$ cat src/design/i2cbm_pkg.sv
package i2cbm_pkg;

  localparam int HOLD_BITS_DEFAULT = 16;
  localparam int CFG_INDEX_BITS = 2;
  localparam int CFG_DATA_BITS = 16;
  localparam int QUEUE_DEPTH = 2;
  localparam int QUEUE_PTR_BITS = 1;
  localparam int QUEUE_COUNT_BITS = 2;

  localparam logic [CFG_INDEX_BITS-1:0] CFG_UNIT_TICKS = 2'd0;
  localparam logic [CFG_INDEX_BITS-1:0] CFG_ACK_TIMEOUT = 2'd1;

  localparam logic [15:0] UNIT_TICKS_RESET = 16'd50;
  localparam logic [7:0] ACK_TIMEOUT_RESET = 8'd250;
  localparam logic [3:0] BITS_PER_BYTE = 4'd8;

  // sequencer phases
  localparam logic [3:0] PH_STEP0 = 4'd0;
  localparam logic [3:0] PH_STEP1 = 4'd1;
  localparam logic [3:0] PH_STEP2 = 4'd2;
  localparam logic [3:0] PH_STEP3 = 4'd3;
  localparam logic [3:0] PH_STEP4 = 4'd4;
  localparam logic [3:0] PH_END = 4'd15;

  typedef enum logic [2:0] {
    OP_IDLE  = 3'd0,
    OP_START = 3'd1,
    OP_STOP  = 3'd2,
    OP_WRITE = 3'd3,
    OP_READ  = 3'd4,
    OP_WAIT  = 3'd5
  } op_t;

  typedef struct packed {
    logic [2:0] command;
    logic [7:0] write_data;
    logic       send_ack;
    logic       sda_in;
  } in_item_t;

  typedef struct packed {
    logic       scl_level;
    logic       sda_level;
    logic       sda_drive;
    logic       busy_res;
    logic       done_res;
    logic [7:0] read_byte;
    logic       ack_error;
  } res_t;

  // classified tick, as it waits in the queue
  typedef struct packed {
    op_t        op;
    logic [7:0] shift_init;
    logic       ack;
    logic       sda;
  } ticket_t;

  typedef struct packed {
    logic valid;
    logic full;
  } queue_status_t;

endpackage

$ cat src/design/i2c_bit_level_master.sv
// I2C master line sequencer, one input item per clock tick of the bus timing.
// in_item carries a command (start, stop, write byte, read byte, wait for ack)
// and the sampled SDA level; a command is taken only while the sequencer is
// idle, otherwise it is ignored. Every input item yields exactly one result
// item on out_item: SCL/SDA levels, SDA drive enable, busy, done pulse, the
// last read byte and the ack timeout flag, all showing the state after the tick.
// Holds last 1, 2 or 4 units of unit_ticks ticks each (config index 0);
// ack_timeout (config index 1) bounds the SDA-high polls of an ack wait.
// The cfg channel is always ready; write it only while the block is idle.
// An item passes through the queue and then the output register before
// out_valid rises. Throughput is one item per cycle while out_stall is low,
// as the sequencer steps once for each item popped in the back end.
// A 2-entry queue sits between input decode and the sequencer; in_stall rises
// once both entries are held behind a stalled output register.
// Reset: SCL and SDA high and driven, idle, unit_ticks 50, ack_timeout 250,
// queue and output register empty.
module i2c_bit_level_master #(
  parameter int HOLD_COUNTER_BITS = i2cbm_pkg::HOLD_BITS_DEFAULT
) (
  input  logic                                 clk,
  input  logic                                 rst,
  input  logic                                 in_valid,
  output logic                                 in_stall,
  input  i2cbm_pkg::in_item_t                  in_item,
  output logic                                 out_valid,
  input  logic                                 out_stall,
  output i2cbm_pkg::res_t                      out_item,
  input  logic                                 cfg_valid,
  output logic                                 cfg_ready,
  input  logic [i2cbm_pkg::CFG_INDEX_BITS-1:0] cfg_index,
  input  logic [i2cbm_pkg::CFG_DATA_BITS-1:0]  cfg_data
);
  import i2cbm_pkg::*;

  queue_status_t q_status;
  ticket_t       push_ticket;
  ticket_t       head;
  logic          push;
  logic          pop;

  assign cfg_ready = 1'b1;

  i2cbm_front u_front (
    .in_valid    (in_valid),
    .in_stall    (in_stall),
    .in_item     (in_item),
    .q_status    (q_status),
    .push        (push),
    .push_ticket (push_ticket)
  );

  i2cbm_queue u_queue (
    .clk         (clk),
    .rst         (rst),
    .push        (push),
    .push_ticket (push_ticket),
    .pop         (pop),
    .head        (head),
    .status      (q_status)
  );

  i2cbm_back #(
    .HOLD_COUNTER_BITS (HOLD_COUNTER_BITS)
  ) u_back (
    .clk       (clk),
    .rst       (rst),
    .q_status  (q_status),
    .head      (head),
    .pop       (pop),
    .cfg_write (cfg_valid && cfg_ready),
    .cfg_index (cfg_index),
    .cfg_data  (cfg_data),
    .out_valid (out_valid),
    .out_stall (out_stall),
    .out_item  (out_item)
  );

endmodule

$ cat src/design/i2cbm_front.sv
module i2cbm_front (
  input  logic                   in_valid,
  output logic                   in_stall,
  input  i2cbm_pkg::in_item_t    in_item,
  input  i2cbm_pkg::queue_status_t q_status,
  output logic                   push,
  output i2cbm_pkg::ticket_t     push_ticket
);
  import i2cbm_pkg::*;

  op_t op;

  // commands outside the known set count as none
  always_comb begin
    case (in_item.command)
      OP_START: op = OP_START;
      OP_STOP:  op = OP_STOP;
      OP_WRITE: op = OP_WRITE;
      OP_READ:  op = OP_READ;
      OP_WAIT:  op = OP_WAIT;
      default: op = OP_IDLE;
    endcase
  end

  assign in_stall = q_status.full;
  assign push = in_valid && !q_status.full;

  always_comb begin
    push_ticket.op = op;
    push_ticket.shift_init = (op == OP_WRITE) ? in_item.write_data : 8'd0;
    push_ticket.ack = in_item.send_ack;
    push_ticket.sda = in_item.sda_in;
  end

endmodule

$ cat src/design/i2cbm_queue.sv
module i2cbm_queue (
  input  logic                     clk,
  input  logic                     rst,
  input  logic                     push,
  input  i2cbm_pkg::ticket_t       push_ticket,
  input  logic                     pop,
  output i2cbm_pkg::ticket_t       head,
  output i2cbm_pkg::queue_status_t status
);
  import i2cbm_pkg::*;

  ticket_t                     entries [QUEUE_DEPTH];
  logic [QUEUE_PTR_BITS-1:0]   wr_ptr;
  logic [QUEUE_PTR_BITS-1:0]   rd_ptr;
  logic [QUEUE_COUNT_BITS-1:0] count;

  always_ff @(posedge clk) begin
    if (rst) begin
      wr_ptr <= '0;
      rd_ptr <= '0;
      count <= '0;
    end else begin
      if (push) wr_ptr <= wr_ptr + 1'b1;
      if (pop) rd_ptr <= rd_ptr + 1'b1;
      if (push && !pop) count <= count + 1'b1;
      else if (pop && !push) count <= count - 1'b1;
    end
  end

  always_ff @(posedge clk) begin
    if (push) entries[wr_ptr] <= push_ticket;
  end

  assign head = entries[rd_ptr];
  assign status.valid = (count != '0);
  assign status.full = (count == QUEUE_COUNT_BITS'(QUEUE_DEPTH));

endmodule

$ cat src/design/i2cbm_back.sv
module i2cbm_back #(
  parameter int HOLD_COUNTER_BITS = i2cbm_pkg::HOLD_BITS_DEFAULT
) (
  input  logic                                   clk,
  input  logic                                   rst,
  input  i2cbm_pkg::queue_status_t               q_status,
  input  i2cbm_pkg::ticket_t                     head,
  output logic                                   pop,
  input  logic                                   cfg_write,
  input  logic [i2cbm_pkg::CFG_INDEX_BITS-1:0]   cfg_index,
  input  logic [i2cbm_pkg::CFG_DATA_BITS-1:0]    cfg_data,
  output logic                                   out_valid,
  input  logic                                   out_stall,
  output i2cbm_pkg::res_t                        out_item
);
  import i2cbm_pkg::*;

  localparam int HB = HOLD_COUNTER_BITS;
  localparam int PW = (HB > 18) ? HB : 18;
  localparam logic [PW-1:0] HOLD_CAP = PW'((64'd1 << HB) - 64'd1);

  function automatic logic [HB-1:0] sat(input logic [PW-1:0] v);
    sat = (v > HOLD_CAP) ? HOLD_CAP[HB-1:0] : v[HB-1:0];
  endfunction

  logic [15:0] unit_ticks;
  logic [7:0]  ack_timeout;

  op_t         cur_op, cur_op_next;
  logic [3:0]  phase, phase_next;
  logic [HB-1:0] hold_count, hold_count_next;
  logic [3:0]  bit_index, bit_index_next;
  logic [7:0]  shift_byte, shift_byte_next;
  logic [7:0]  wait_count, wait_count_next;
  logic        scl, scl_next;
  logic        sda, sda_next;
  logic        drv, drv_next;
  logic        error_flag, error_flag_next;
  logic        ack_choice, ack_choice_next;
  logic [7:0]  last_read, last_read_next;
  logic        done;

  logic          started;
  logic          run;
  op_t           e_op;
  logic [3:0]    e_phase;
  logic [PW-1:0] ut_w;
  logic [HB-1:0] hold1, hold2, hold4;

  assign pop = q_status.valid && (!out_valid || !out_stall);

  assign ut_w = PW'(unit_ticks);
  assign hold1 = sat(ut_w);
  assign hold2 = sat(ut_w << 1);
  assign hold4 = sat(ut_w << 2);

  always_ff @(posedge clk) begin
    if (rst) begin
      unit_ticks <= UNIT_TICKS_RESET;
      ack_timeout <= ACK_TIMEOUT_RESET;
    end else if (cfg_write) begin
      if (cfg_index == CFG_UNIT_TICKS) unit_ticks <= cfg_data;
      else if (cfg_index == CFG_ACK_TIMEOUT) ack_timeout <= cfg_data[7:0];
    end
  end

  always_ff @(posedge clk) begin
    if (rst) begin
      cur_op <= OP_IDLE;
      phase <= PH_STEP0;
      hold_count <= '0;
      bit_index <= '0;
      shift_byte <= '0;
      wait_count <= '0;
      scl <= 1'b1;
      sda <= 1'b1;
      drv <= 1'b1;
      error_flag <= 1'b0;
      ack_choice <= 1'b0;
      last_read <= '0;
      out_valid <= 1'b0;
    end else begin
      if (pop) begin
        cur_op <= cur_op_next;
        phase <= phase_next;
        hold_count <= hold_count_next;
        bit_index <= bit_index_next;
        shift_byte <= shift_byte_next;
        wait_count <= wait_count_next;
        scl <= scl_next;
        sda <= sda_next;
        drv <= drv_next;
        error_flag <= error_flag_next;
        ack_choice <= ack_choice_next;
        last_read <= last_read_next;
        out_valid <= 1'b1;
      end else if (!out_stall) begin
        out_valid <= 1'b0;
      end
    end
  end

  always_ff @(posedge clk) begin
    if (pop) begin
      out_item.scl_level <= scl_next;
      out_item.sda_level <= sda_next;
      out_item.sda_drive <= drv_next;
      out_item.busy_res <= (cur_op_next != OP_IDLE);
      out_item.done_res <= done;
      out_item.read_byte <= last_read_next;
      out_item.ack_error <= error_flag_next;
    end
  end

  always_comb begin
    started = (cur_op == OP_IDLE) && (head.op != OP_IDLE);
    run = started || ((cur_op != OP_IDLE) && (hold_count == '0));
    e_op = started ? head.op : cur_op;
    e_phase = started ? PH_STEP0 : phase;

    cur_op_next = e_op;
    phase_next = e_phase;
    bit_index_next = started ? 4'd0 : bit_index;
    wait_count_next = started ? 8'd0 : wait_count;
    shift_byte_next = started ? head.shift_init : shift_byte;
    ack_choice_next = started ? head.ack : ack_choice;
    if (started) hold_count_next = '0;
    else if (hold_count != '0) hold_count_next = hold_count - 1'b1;
    else hold_count_next = hold_count;
    scl_next = scl;
    sda_next = sda;
    drv_next = drv;
    error_flag_next = error_flag;
    last_read_next = last_read;
    done = 1'b0;

    if (run) begin
      case (e_op)
        OP_START: begin
          case (e_phase)
            PH_STEP0: begin
              drv_next = 1'b1; sda_next = 1'b1; phase_next = PH_STEP1;
            end
            PH_STEP1: begin
              scl_next = 1'b1; phase_next = PH_STEP2;
            end
            PH_STEP2: begin
              sda_next = 1'b0; hold_count_next = hold4; phase_next = PH_STEP3;
            end
            PH_STEP3: begin
              scl_next = 1'b0; phase_next = PH_END;
            end
            default: phase_next = PH_END;
          endcase
        end
        OP_STOP: begin
          case (e_phase)
            PH_STEP0: begin
              drv_next = 1'b1; scl_next = 1'b0; phase_next = PH_STEP1;
            end
            PH_STEP1: begin
              sda_next = 1'b0; hold_count_next = hold4; phase_next = PH_STEP2;
            end
            PH_STEP2: begin
              scl_next = 1'b1; phase_next = PH_STEP3;
            end
            PH_STEP3: begin
              sda_next = 1'b1; hold_count_next = hold4; phase_next = PH_END;
            end
            default: phase_next = PH_END;
          endcase
        end
        OP_WRITE: begin
          case (e_phase)
            PH_STEP0: begin
              drv_next = 1'b1;
              sda_next = shift_byte_next[7];
              shift_byte_next = {shift_byte_next[6:0], 1'b0};
              hold_count_next = hold2;
              phase_next = PH_STEP1;
            end
            PH_STEP1: begin
              scl_next = 1'b1; hold_count_next = hold2; phase_next = PH_STEP2;
            end
            PH_STEP2: begin
              scl_next = 1'b0;
              hold_count_next = hold2;
              bit_index_next = bit_index_next + 4'd1;
              phase_next = (bit_index_next >= BITS_PER_BYTE) ? PH_END : PH_STEP0;
            end
            default: phase_next = PH_END;
          endcase
        end
        OP_READ: begin
          case (e_phase)
            PH_STEP0: begin
              drv_next = 1'b0; scl_next = 1'b0;
              hold_count_next = hold2; phase_next = PH_STEP1;
            end
            PH_STEP1: begin
              scl_next = 1'b1;
              shift_byte_next = {shift_byte_next[6:0], head.sda};
              hold_count_next = hold1;
              bit_index_next = bit_index_next + 4'd1;
              phase_next = (bit_index_next >= BITS_PER_BYTE) ? PH_STEP2 : PH_STEP0;
            end
            PH_STEP2: begin
              scl_next = 1'b0;
              last_read_next = shift_byte_next;
              drv_next = 1'b1;
              sda_next = !ack_choice_next;
              hold_count_next = hold2;
              phase_next = PH_STEP3;
            end
            PH_STEP3: begin
              scl_next = 1'b1; hold_count_next = hold2; phase_next = PH_STEP4;
            end
            PH_STEP4: begin
              scl_next = 1'b0; phase_next = PH_END;
            end
            default: phase_next = PH_END;
          endcase
        end
        OP_WAIT: begin
          case (e_phase)
            PH_STEP0: begin
              drv_next = 1'b0; sda_next = 1'b1;
              hold_count_next = hold1; phase_next = PH_STEP1;
            end
            PH_STEP1: begin
              scl_next = 1'b1; hold_count_next = hold1; phase_next = PH_STEP2;
            end
            PH_STEP2: begin
              if (!head.sda) begin
                scl_next = 1'b0;
                error_flag_next = 1'b0;
                phase_next = PH_END;
              end else if (wait_count_next < ack_timeout) begin
                wait_count_next = wait_count_next + 8'd1;
              end else begin
                // timeout: first step of a stop sequence on this tick
                error_flag_next = 1'b1;
                cur_op_next = OP_STOP;
                drv_next = 1'b1;
                scl_next = 1'b0;
                phase_next = PH_STEP1;
              end
            end
            default: phase_next = PH_END;
          endcase
        end
        default: phase_next = PH_END;
      endcase
    end

    if ((cur_op_next != OP_IDLE) && (phase_next == PH_END) && (hold_count_next == '0)) begin
      cur_op_next = OP_IDLE;
      phase_next = PH_STEP0;
      done = 1'b1;
    end
  end

endmodule
$ cat config.mk
export PLATFORM = sky130hd
export DESIGN_NAME = i2c_bit_level_master
export DESIGN_NICKNAME = d
export VERILOG_FILES = /design/src/design/i2cbm_pkg.sv /design/src/design/i2c_bit_level_master.sv /design/src/design/i2cbm_front.sv /design/src/design/i2cbm_queue.sv /design/src/design/i2cbm_back.sv
export SDC_FILE = /design/constraint.sdc
export NUM_CORES = 1
export LEC_CHECK = 0
export CORE_MARGIN = 2
export CORE_UTILIZATION = 40
export CTS_CLUSTER_DIAMETER = 50
export DETAILED_ROUTE_END_ITERATION = 6
export DONT_BUFFER_PORTS = 1
export HOLD_SLACK_MARGIN = 0.15
export RECOVER_POWER = 100
export SETUP_SLACK_MARGIN = 0.5
export SLEW_MARGIN = 5
export SYNTH_ARGS = -nofsm -noshare
export SYNTH_HDL_FRONTEND = slang
export SYNTH_HIERARCHICAL = 1
export SYNTH_SLANG_ARGS = --single-unit
$ cat constraint.sdc
create_clock -name clk -period 7.9 [get_ports clk]
set_clock_uncertainty 0.1 [all_clocks]
set_input_delay 0 -clock clk [delete_from_list [all_inputs] [get_ports clk]]
set_output_delay 0 -clock clk [all_outputs]
set_load 0.005 [all_outputs]
# Word level (Yosys, flattened, before mapping)
# Memories as Yosys holds them, arrays and structs flattened. A register that Yosys moved wholly into a read port is not among the register bits.
# Cells that the tools add are included.
[op_classes]
n_addsub = 7
order_cmp = 5
n_eq_ne = 19
n_mux = 90
bitwise_logic = 1
reduce_logical = 37
[op_table]
columns = ["op", "n"]
rows = [
  ["$mux W16", 10],
  ["$mux W8", 14],
  ["$pmux W16 S5", 1],
  ["$mux W4", 10],
  ["$pmux W4 S3", 3],
  ["$logic_not A16 Y1", 2],
  ["$pmux W16 S2", 1],
  ["$pmux W4 S4", 2],
  ["$mux W1", 24],
  ["$mux W3", 7],
  ["$gt A18 B16 Y1 const B", 1],
  ["$pmux W1 S2", 9],
  ["$gt A17 B16 Y1 const B", 1],
  ["$gt A16 B16 Y1 const B", 1],
  ["$pmux W8 S2", 1],
  ["$reduce_bool A16 Y1", 1],
  ["$sub A16 B1 Y16 const B", 1],
  ["$eq A3 B2 Y1 const B", 5],
  ["$pmux W3 S5", 1],
  ["$eq A3 B3 Y1 const B", 4],
  ["$reduce_bool A3 Y1", 4],
  ["$reduce_or A3 Y1", 4],
  ["$pmux W1 S5", 2],
  ["$add A8 B1 Y8 const B", 1],
  ["other kinds (28)", 49],
]
[word_totals]
reg_bits = 99
mem_bits_rw = 26
in_bits = 36
out_inout_bits = 17
word_cells = 185
mem_count = 1
[mem_list]
columns = ["memory", "words", "word_bits", "rd", "rd_clocked_by_memory_dff", "wr", "line", "rtl"]
rows = [
  ["u_queue.entries", 2, 13, 1, 1, 1, "i2cbm_queue.sv:12", "ticket_t entries [QUEUE_DEPTH];"],
]

# Logic depth before layout (Yosys ltp)
# Gate-level depths: netlist of run 1.
[depth]
depth_word = 14
mapped_depth = 22
mapped_depth_nobuf = 15

# Cells and area by module
# Netlist of run 1, hierarchy kept.
[by_module_without_submodules]
columns = ["mod", "n_inst", "cells_each", "area_each_um2", "seq_area_each_um2"]
rows = [
  ["i2cbm_back", 1, 859, 6536.3, 2042.0],
  ["i2cbm_queue", 1, 62, 1142.3, 880.8],
  ["i2cbm_front", 1, 20, 220.2, 0.0],
  ["i2c_bit_level_master", 1, 2, 11.3, 0.0],
]

# Least setup slack after synthesis of run 1
# OpenSTA, ideal clock, no wires.
[synth_path]
kind = "register to register"
from = "reg with a tool-made name"
to = "reg u_back/out_item[10] (netlist name)"
setup_ns = 0.264
arrival_ns = 5.214
required_time_ns = 7.536
setup_slack_ns = 2.322
stages_incl_launch_ff = 23
n_path_buf = 7
synth_period_minus_slack_ns = 5.578
path_cell_list = "dfxtp_1 buf_2 mux2_2 buf_2 or3_1 buf_4 nand2_1 buf_2 clkbuf_1 clkbuf_1 clkbuf_1 and2_1 ha_1 a21o_1 a221o_1 a31oi_1 o22ai_1 o221ai_1 o21ai_0 or4_4 or3_4 inv_2 a21oi_1"

==> impl_summary.txt, run 1 <==
----------------------------------------------------
[Outcome]
  Result of the run ... finished, violations left
  Violations in the final reports ... capacitance limit, slew limit

[Global routing]
  All-layer global routing usage ... 0.234
  Total overflow reported by the global router ... 0
  Maximum number of pins on one net before global-route repair ... 73
  Global-route wire length before repair ... between 30000 and 40000 µm
  Antenna violations before repair ... 0
  Vias in the first global route ... 7009

[Synthesis]
  Leading cell types by count after synthesis ... 136 x nand2_1, 93 x nor2_1, 86 x dfxtp_1
  Top cell type's share of synthesized area ... 0.218
  Area leader, netlist ... dfxtp_1
  Dominant cell by count in the synthesized netlist ... nand2_1
  Mux contribution to synthesized area ... 0.0378
  Xor/xnor cell area share of the yosys netlist ... 0.0166
  Fraction of synthesis flops using an asynchronous set or reset pin ... 0
  Top cells by area in the synthesized netlist ... dfxtp_1 22%, edfxtp_1 15%, nand2_1 6.5%
  Average size of a mapped cell ... 8.39 µm²
  Simple-Gate Fraction of Synth Area ... 0.255
  Post-synthesis sequential area ratio ... 0.370
  Largest family of logic cells by synthesized area ... simple AND/OR/NAND/NOR gates
  Fraction of the mapped netlist area in adder cells ... 0.0223
  Number of cells produced by synthesis ... roughly 940
  Synthesized netlist net count ... 992
  Netlist area before placement ... just under 0.008 mm²
  Number of flops mapped to enable cells by yosys ... 40
  Number of register bits inferred by synthesis ... ~130
  Predominant post-synthesis flop cell ... dfxtp_1
  Yosys Warn Count ... 6
  Number of distinct library cells after synthesis ... ~90
  Synthesized-area fraction occupied by ao, oa, aoi and oai cells ... 0.253

[Placement]
  Final HPWL DP ... between 15000 and 20000 µm
  PortBufs ... 0
  GPL Wtd Cong ... around 0.93
  Post-Place Setup Slack ... around 2.6 ns

[Finish]
  Util after Layout ... 0.466
  Fraction of final layout cells sized beyond drive strength 1 ... 0.0924
  Nets@finish ... ~1000
  Signed area change from the synthesized netlist to the final layout ... 14.7%
  Inserted Diodes ... 0

[Flow run]
  Max-capacitance violation count ... 4

[Setup path]
  Class of the most critical setup path ... reg2reg
  CP Launch Type ... flop
  Chain of cells forming the critical path ... mux2_2 -> or3_1 -> nand2_1 -> clkbuf_1 -> and2_0 -> ha_1 -> a21o_1 -> o21ai_0 -> o22ai_1 -> o221ai_1 -> o21ai_0 -> or4_1 -> or3_4 -> inv_2 -> a2111oi_0
  CP max FO ... 34
  Depth of the worst register-to-register path ... 15
  Cell type with the highest occurrence count on the critical path ... o21ai_0
  Delay of the slowest critical-path stage ... about 1.3 ns
  Slack of the worst reg-to-reg path ... between 1.5 and 2 ns
  Worst endpoint data arrival time ... between 6 and 7 ns
  Worst flop-to-flop path endpoint ... u_back/cur_op[0]
  Crit end category ... flop
  Required arrival time at the worst endpoint ... between 7 and 8 ns
  Critical-path top delay cell ... clkbuf_1

[Timing]
  Final count of pins violating max slew ... 210
  RSZ-0062 raised after global routing ... no
  Max-Slew Margin vs Limit ... -1.33
  FMAX ... roughly 160 MHz
  Post-route setup slack ... 1.57 ns
  Final critical path time including I/O delays and setup ... 6.33 ns
  Transition time of the tightest slew-check pin ... roughly 3.5 ns
  Fraction of the cycle the final worst path needs ... 0.802
  Summed negative setup slack over all endpoints ... 0 ns
  Number of failing hold endpoints at the final stage ... 0
  Setup violations, final ... 0

[Pwr]
  Power per cell area ... approximately 420 mW/mm²
  Leakage Power ... about 3.3 nW
  Worst IR Drop VDD ... about 0.00026 V

[CTS]
  Buffers inserted by post-CTS timing repair ... 0
  Num CTS Buffers ... 17
  Buffer depth of the longest clock path ... 2
  Number of sinks handled by clock tree synthesis ... approximately 130
  H-tree depth ... 4
  CTS tree ... done
  Post-CTS clock slew at the launch and capture registers of the worst setup and hold paths ... roughly 0.07 ns
  Clock latency on the worst-skew pair ... 0.43 ns
  Buffer cell driving the clock tree root ... clkbuf_16

[Routing]
  Final WL ... ~24000 µm
  Remaining number of nets flagged by the antenna check after routing ... 0
  Via density per instance ... 6.02
  Routed WL per cell ... 19.2 µm
  Iteration count of the initial detailed-routing pass ... 5
  Drt initial violations ... approximately 650
  Total number of vias ... between 7000 and 8000
  Count of unresolved DRC violations after routing ... 0

[Die]
  IO Count ... 53
  Die area ... between 0.02 and 0.025 mm²
  Die span in y ... between 100 and 150 µm
  Number of core rows ... 51
  Die width ... about 140 µm
  Initial core utilization ... 0.406
  Area of the placeable core ... just under 0.02 mm²

[Hold path]
  Hold wc startpoint ... cfg_data[13]
  Worst min-delay path category ... in2reg
  Terminating pin of the worst hold path ... u_back/unit_ticks[13]
  WHS Path Cells ... 3

----------------------------------------------------
how the worst max path moves through the flow:
| stage | cells past startpoint | from | end | slack [ns] |
|---|---|---|---|---|
| floorplan | 22 | flop | u_back/out_item[10] | 2.32 |
| global placement | 15 | flop | u_back/out_item[10] | 2.74 |
| detailed placement | 15 | flop | u_back/out_item[10] | 2.64 |
| CTS | 15 | flop | u_back/out_item[10] | 2.61 |
| global route | 15 | flop | u_back/cur_op[0] | 1.13 |
| finish | 15 | flop | u_back/cur_op[0] | 1.57 |
routing by layer:
| metal | up-vias | share of wire | track usage |
|---|---|---|---|
| li1 | 3556 | - | - |
| met1 | 3522 | 0.44 | 0.316 |
| met2 | 317 | 0.46 | 0.368 |
| met3 | 65 | 0.068 | 0.0430 |
| met4 | 0 | 0.030 | 0.0981 |
| met5 | - | 0 | 0 |
cells by family after synthesis:
family          after synthesis
other cells                   1
mux                          27
simple gates                386
flops                       126
xor+xnor                     15
fa+ha+maj                    14
compound gates              289
buf+inv                      85
power breakdown:
part / internal, mW / total, mW / switching, mW
Sequential: 0.828 / 0.984 / 0.156
Combinational: 0.699 / 2.06 / 1.36
Clock: 0.425 / 0.781 / 0.356
repair_timing:
item	in CTS	in global routing
endpoints found under the hold margin	125	0
hold buffers	54	0
resized for setup	0	0
layout make-up:
type | count | area (µm²)
sequential | 126 | 2920
clock inverter | 15 | 168
fill | 1910 | 10400
timing repair buffer | 62 | 579
tap | 265 | 332
clock buffer | 17 | 425
multi-input combinational | 732 | 4570
inverter | 22 | 82.6
sequential cells by signal, summed over array words and instances (netlist names), 2 cells and up, named ones only:
name and cells:
u_back/unit_ticks 16, u_back/wait_count 8, u_queue/entries 26, u_back/ack_timeout 8, u_back/hold_count 16, u_back/bit_index 4
u_back/cur_op 3, u_back/last_read 8, u_queue/count 2, u_back/out_item 14, u_back/shift_byte 8, u_back/phase 4
placed cells by master (no fill, tap or decap), types with 17 or more instances in the layout:
| cell type | Yosys | layout |
|---|---|---|
| mux2_2 | 23 | 17 |
| clkbuf_16 | 0 | 17 |
| o211ai_1 | 20 | 20 |
| nor3_1 | 23 | 23 |
| edfxtp_1 | 40 | 40 |
| a221oi_1 | 21 | 21 |
| inv_1 | 20 | 20 |
| nor2_1 | 93 | 92 |
| nand2_1 | 136 | 136 |
| o21ai_0 | 52 | 53 |
| dfxtp_1 | 86 | 86 |
| dlygate4sd3_1 | 0 | 53 |
| a21oi_1 | 72 | 72 |
critical path: cells and delay by family, from the launching register on:
kind                     cells  cell delay, ns
buffers and inverters        2            1.36
AO/OA/AOI/OAI                6            0.99
AND/OR/NAND/NOR              5            2.14
multiplexers                 1            0.49
flip-flops                   1            0.68
adder cells (fa/ha/maj)      1            0.26
stage by stage:
| stage | std cells | power, mW | cell area, µm² | hold slack [ns] |
|---|---|---|---|---|
| 6_report | 1239 | 3.83 | 9080 | 0.174 |
| 5_1_grt | 1239 | 4.08 | 9080 | 0.175 |
| 4_1_cts | 1239 | 3.79 | 9180 | 0.155 |
| 3_5_place_dp | 1153 | 2.96 | 8030 | -0.0228 |
| 3_3_place_gp | 1153 | 2.98 | 8030 | -0.0247 |
| 2_1_floorplan | 943 | 2.44 | 7910 | -0.0309 |
(Power assumes the default switching activity.)
==> run 2: changes to the inputs <==
==> constraint.sdc (replaced) <==
create_clock -name clk -period 5.4 [get_ports clk]
set_clock_uncertainty 0.1 [all_clocks]
set_input_delay 0 -clock clk [delete_from_list [all_inputs] [get_ports clk]]
set_output_delay 0 -clock clk [all_outputs]
set_load 0.005 [all_outputs]
==> impl_summary.txt, run 2 (same netlist as run 1, synthesis figures left out) <==
----------------------------------------------------
[Outcome]
  Result of the run ... finished, violations left
  Violations in the final reports ... capacitance limit, slew limit

[Setup path]
  Chain of cells forming the critical path ... mux2_1 -> or3_1 -> nand2_4 -> buf_4 -> and2_0 -> ha_1 -> a21o_1 -> o21ai_0 -> o22ai_1 -> o221ai_1 -> o21ai_0 -> or4_4 -> or3_4 -> inv_2 -> a2111oi_0
  Worst endpoint data arrival time ... 4.78 ns (-1.58 ns)
  Delay of the slowest critical-path stage ... 0.55 ns (-0.71 ns)
  CP Launch Type ... flop
  Critical-path top delay cell ... or4_4
  CP max FO ... 34 (unchanged)
  Class of the most critical setup path ... reg2reg
  Cell type with the highest occurrence count on the critical path ... o21ai_0
  Crit end category ... flop
  Required arrival time at the worst endpoint ... 5.42 ns (-2.50 ns)
  Slack of the worst reg-to-reg path ... 0.64 ns (-0.93 ns)

[Timing]
  Transition time of the tightest slew-check pin ... 3.54 ns (+0.0438 ns)
  Max-Slew Margin vs Limit ... -1.36 (-0.0292)
  Number of failing hold endpoints at the final stage ... 0 (unchanged)
  Final critical path time including I/O delays and setup ... 4.76 ns (-1.57 ns)
  FMAX ... 210 MHz (+33%)
  Final count of pins violating max slew ... 115 (-45%)
  Setup violations, final ... 0 (unchanged)
  Summed negative setup slack over all endpoints ... 0 ns (unchanged)
  Fraction of the cycle the final worst path needs ... 0.881 (+0.0798)
  Post-route setup slack ... 0.640 ns (-0.926 ns)
  RSZ-0062 raised after global routing ... no

[Pwr]
  Worst IR Drop VDD ... 0.000288 V (+12%)
  Internal power ... 2.92 mW (+50%)
  Gate power share ... 0.554 (+0.015)
  Clock group share of total power ... 0.197 (-0.007)
  NetSw ... 2.72 mW (+45%)
  Switching power share of the total ... 0.482 (-0.00773)
  Relative contribution of sequential cells to total power ... 0.249 (-0.008)
  Power per cell area ... 616 mW/mm² (+46%)
  Total power after layout ... 5.64 mW (+47%)
  Leakage Power ... 3.38 nW (+2.0%)

[Routing]
  Routed WL per cell ... 19.2 µm (about the same)
  Post-Route M1 WL ... 10600 µm (+1.0%)
  Met3 WL post-DR ... 1790 µm (+10%)
  Final WL ... 24000 µm (+0.85%)
  Uppermost signal routing layer after detailed routing ... met4
  Drt initial violations ... 742 (+14%)
  Remaining number of nets flagged by the antenna check after routing ... 0 (unchanged)
  Count of unresolved DRC violations after routing ... 0 (unchanged)
  Via density per instance ... 6.05 (+0.41%)
  Metal2 WL ... 10900 µm (-1.1%)
  Iteration count of the initial detailed-routing pass ... 5 (unchanged)
  Total number of vias ... 7557 (+1.3%)

[Die]
  Initial core utilization ... 0.406 (unchanged)
  Die span in y ... 145 µm (unchanged)
  IO Count ... 53 (unchanged)
  Area of the placeable core ... 0.0195 mm² (unchanged)
  Number of core rows ... 51 (unchanged)
  Die width ... 145 µm (unchanged)
  Die area ... 0.0209 mm² (unchanged)

[CTS]
  Resized Gates After CTS ... 0 (unchanged)
  CTS tree ... done
  Buffer depth of the longest clock path ... 2 (unchanged)
  Post-CTS clock slew at the launch and capture registers of the worst setup and hold paths ... 0.07 ns (about the same)
  Clock latency on the worst-skew pair ... 0.43 ns (about the same)
  Buffer cell driving the clock tree root ... clkbuf_16
  Buffers inserted by post-CTS timing repair ... 0 (unchanged)
  H-tree depth ... 4 (unchanged)
  Number of sinks handled by clock tree synthesis ... 126 (unchanged)
  Num CTS Buffers ... 17 (unchanged)

[Finish]
  Highest-count cells in the layout ignoring fill and taps ... 135 x nand2_1, 92 x nor2_1, 86 x dfxtp_1
  Most frequent standard cell in the layout excluding fill and tap cells ... nand2_1
  Nets@finish ... 1021 (+1.1%)
  FILL cells ... 1887 (-1.2%)
  Registers with the most flip-flops ... u_queue/entries (26), u_back/hold_count (16), u_back/unit_ticks (16)
  Inserted Diodes ... 0 (unchanged)
  Max reg flops ... 26 (unchanged)
  Signed area change from the synthesized netlist to the final layout ... 15.8%
  Most flops, register ... u_queue/entries
  Fraction of final layout cells sized beyond drive strength 1 ... 0.107 (+0.0142)
  Util after Layout ... 0.471 (+0.00444)

[Global routing]
  Global-route wire length before repair ... 38500 µm (+0.81%)
  Antenna violations before repair ... 0 (unchanged)
  All-layer global routing usage ... 0.238 (+0.00460)
  Maximum number of pins on one net before global-route repair ... 73 (unchanged)
  Vias in the first global route ... 6995 (-0.20%)
  Total overflow reported by the global router ... 0 (unchanged)

[Hold path]
  Worst min-delay path category ... in2reg

[Flow run]
  Max-capacitance violation count ... 2 (-2)

[Placement]
  GPL Wtd Cong ... 1.08 (+16%)
  Final HPWL DP ... 15900 µm (+1.9%)
  Post-Place Setup Slack ... 0.925 ns (-1.71 ns)
  PortBufs ... 0 (unchanged)

----------------------------------------------------
[run 2: cell count changes in the layout (fill, tap and decap cells not counted), sizes merged]
| cell | delta |
|---|---|
| buf | +11 |
| inv | -2 |
| clkbuf | -1 |
| bufinv | +1 |
| dlygate4sd3 | +2 |
[run 2: worst paths after layout]
| kind | start | depth (start not counted) | to |
|---|---|---|---|
| worst max-delay path | flop | 15 | u_back/cur_op[0] |
| worst min-delay path | cfg_data[10] | 3 | u_back/unit_ticks[10] |
| worst max register to register | flop | 15 | u_back/cur_op[0] |
| worst min register to register | u_back/last_read[7] | 2 | u_back/last_read[7] |
[run 2: per-layer routing]
layer  up-vias  track usage
met5         -            0
met3        73       0.0474
met4         0       0.0853
met1      3555        0.327
met2       359        0.373
li1       3570            -
[run 2: area by class of cell]
class	count	area, µm²	share of cell area
inverters	22	82.6	0.00901
well taps	265	332	0.0362
multi-input cells	732	4590	0.501
repair buffers	73	674	0.0736
clock inverters	14	133	0.0145
clock buffers	18	429	0.0468
flip-flops and latches	126	2920	0.319
[run 2: repair_timing]
item                                   CTS  global route
setup endpoints to repair                0             0
endpoints found under the hold margin  112             0
hold buffers                            56             0
[run 2: worst max-delay path, delay by kind of cell, from the launching register on]
family / cells / cell delay, ns
AND/OR/NAND/NOR: 5 / 1.78
AO/OA/AOI/OAI: 6 / 0.95
multiplexers: 1 / 0.48
buffers and inverters: 2 / 0.47
flip-flops: 1 / 0.41
adder cells (fa/ha/maj): 1 / 0.25
[run 2: power groups by stage]
stage | registers, mW | clock network, mW | logic, mW
after detailed placement | 1.42 | 0 | 2.99
after floorplan | 1.33 | 0 | 2.32
after global routing | 1.43 | 1.18 | 3.37
after CTS | 1.40 | 1.13 | 3.05
after global placement | 1.42 | 0 | 3.00
final | 1.41 | 1.11 | 3.13
[run 2: stage by stage]
step	area, µm²	hold WS (ns)	std cells
2_1_floorplan	7980	-0.0350	943
3_3_place_gp	8120	-0.0211	1162
3_5_place_dp	8120	-0.0202	1162
4_1_cts	9260	0.159	1250
5_1_grt	9160	0.166	1250
6_report	9160	0.174	1250
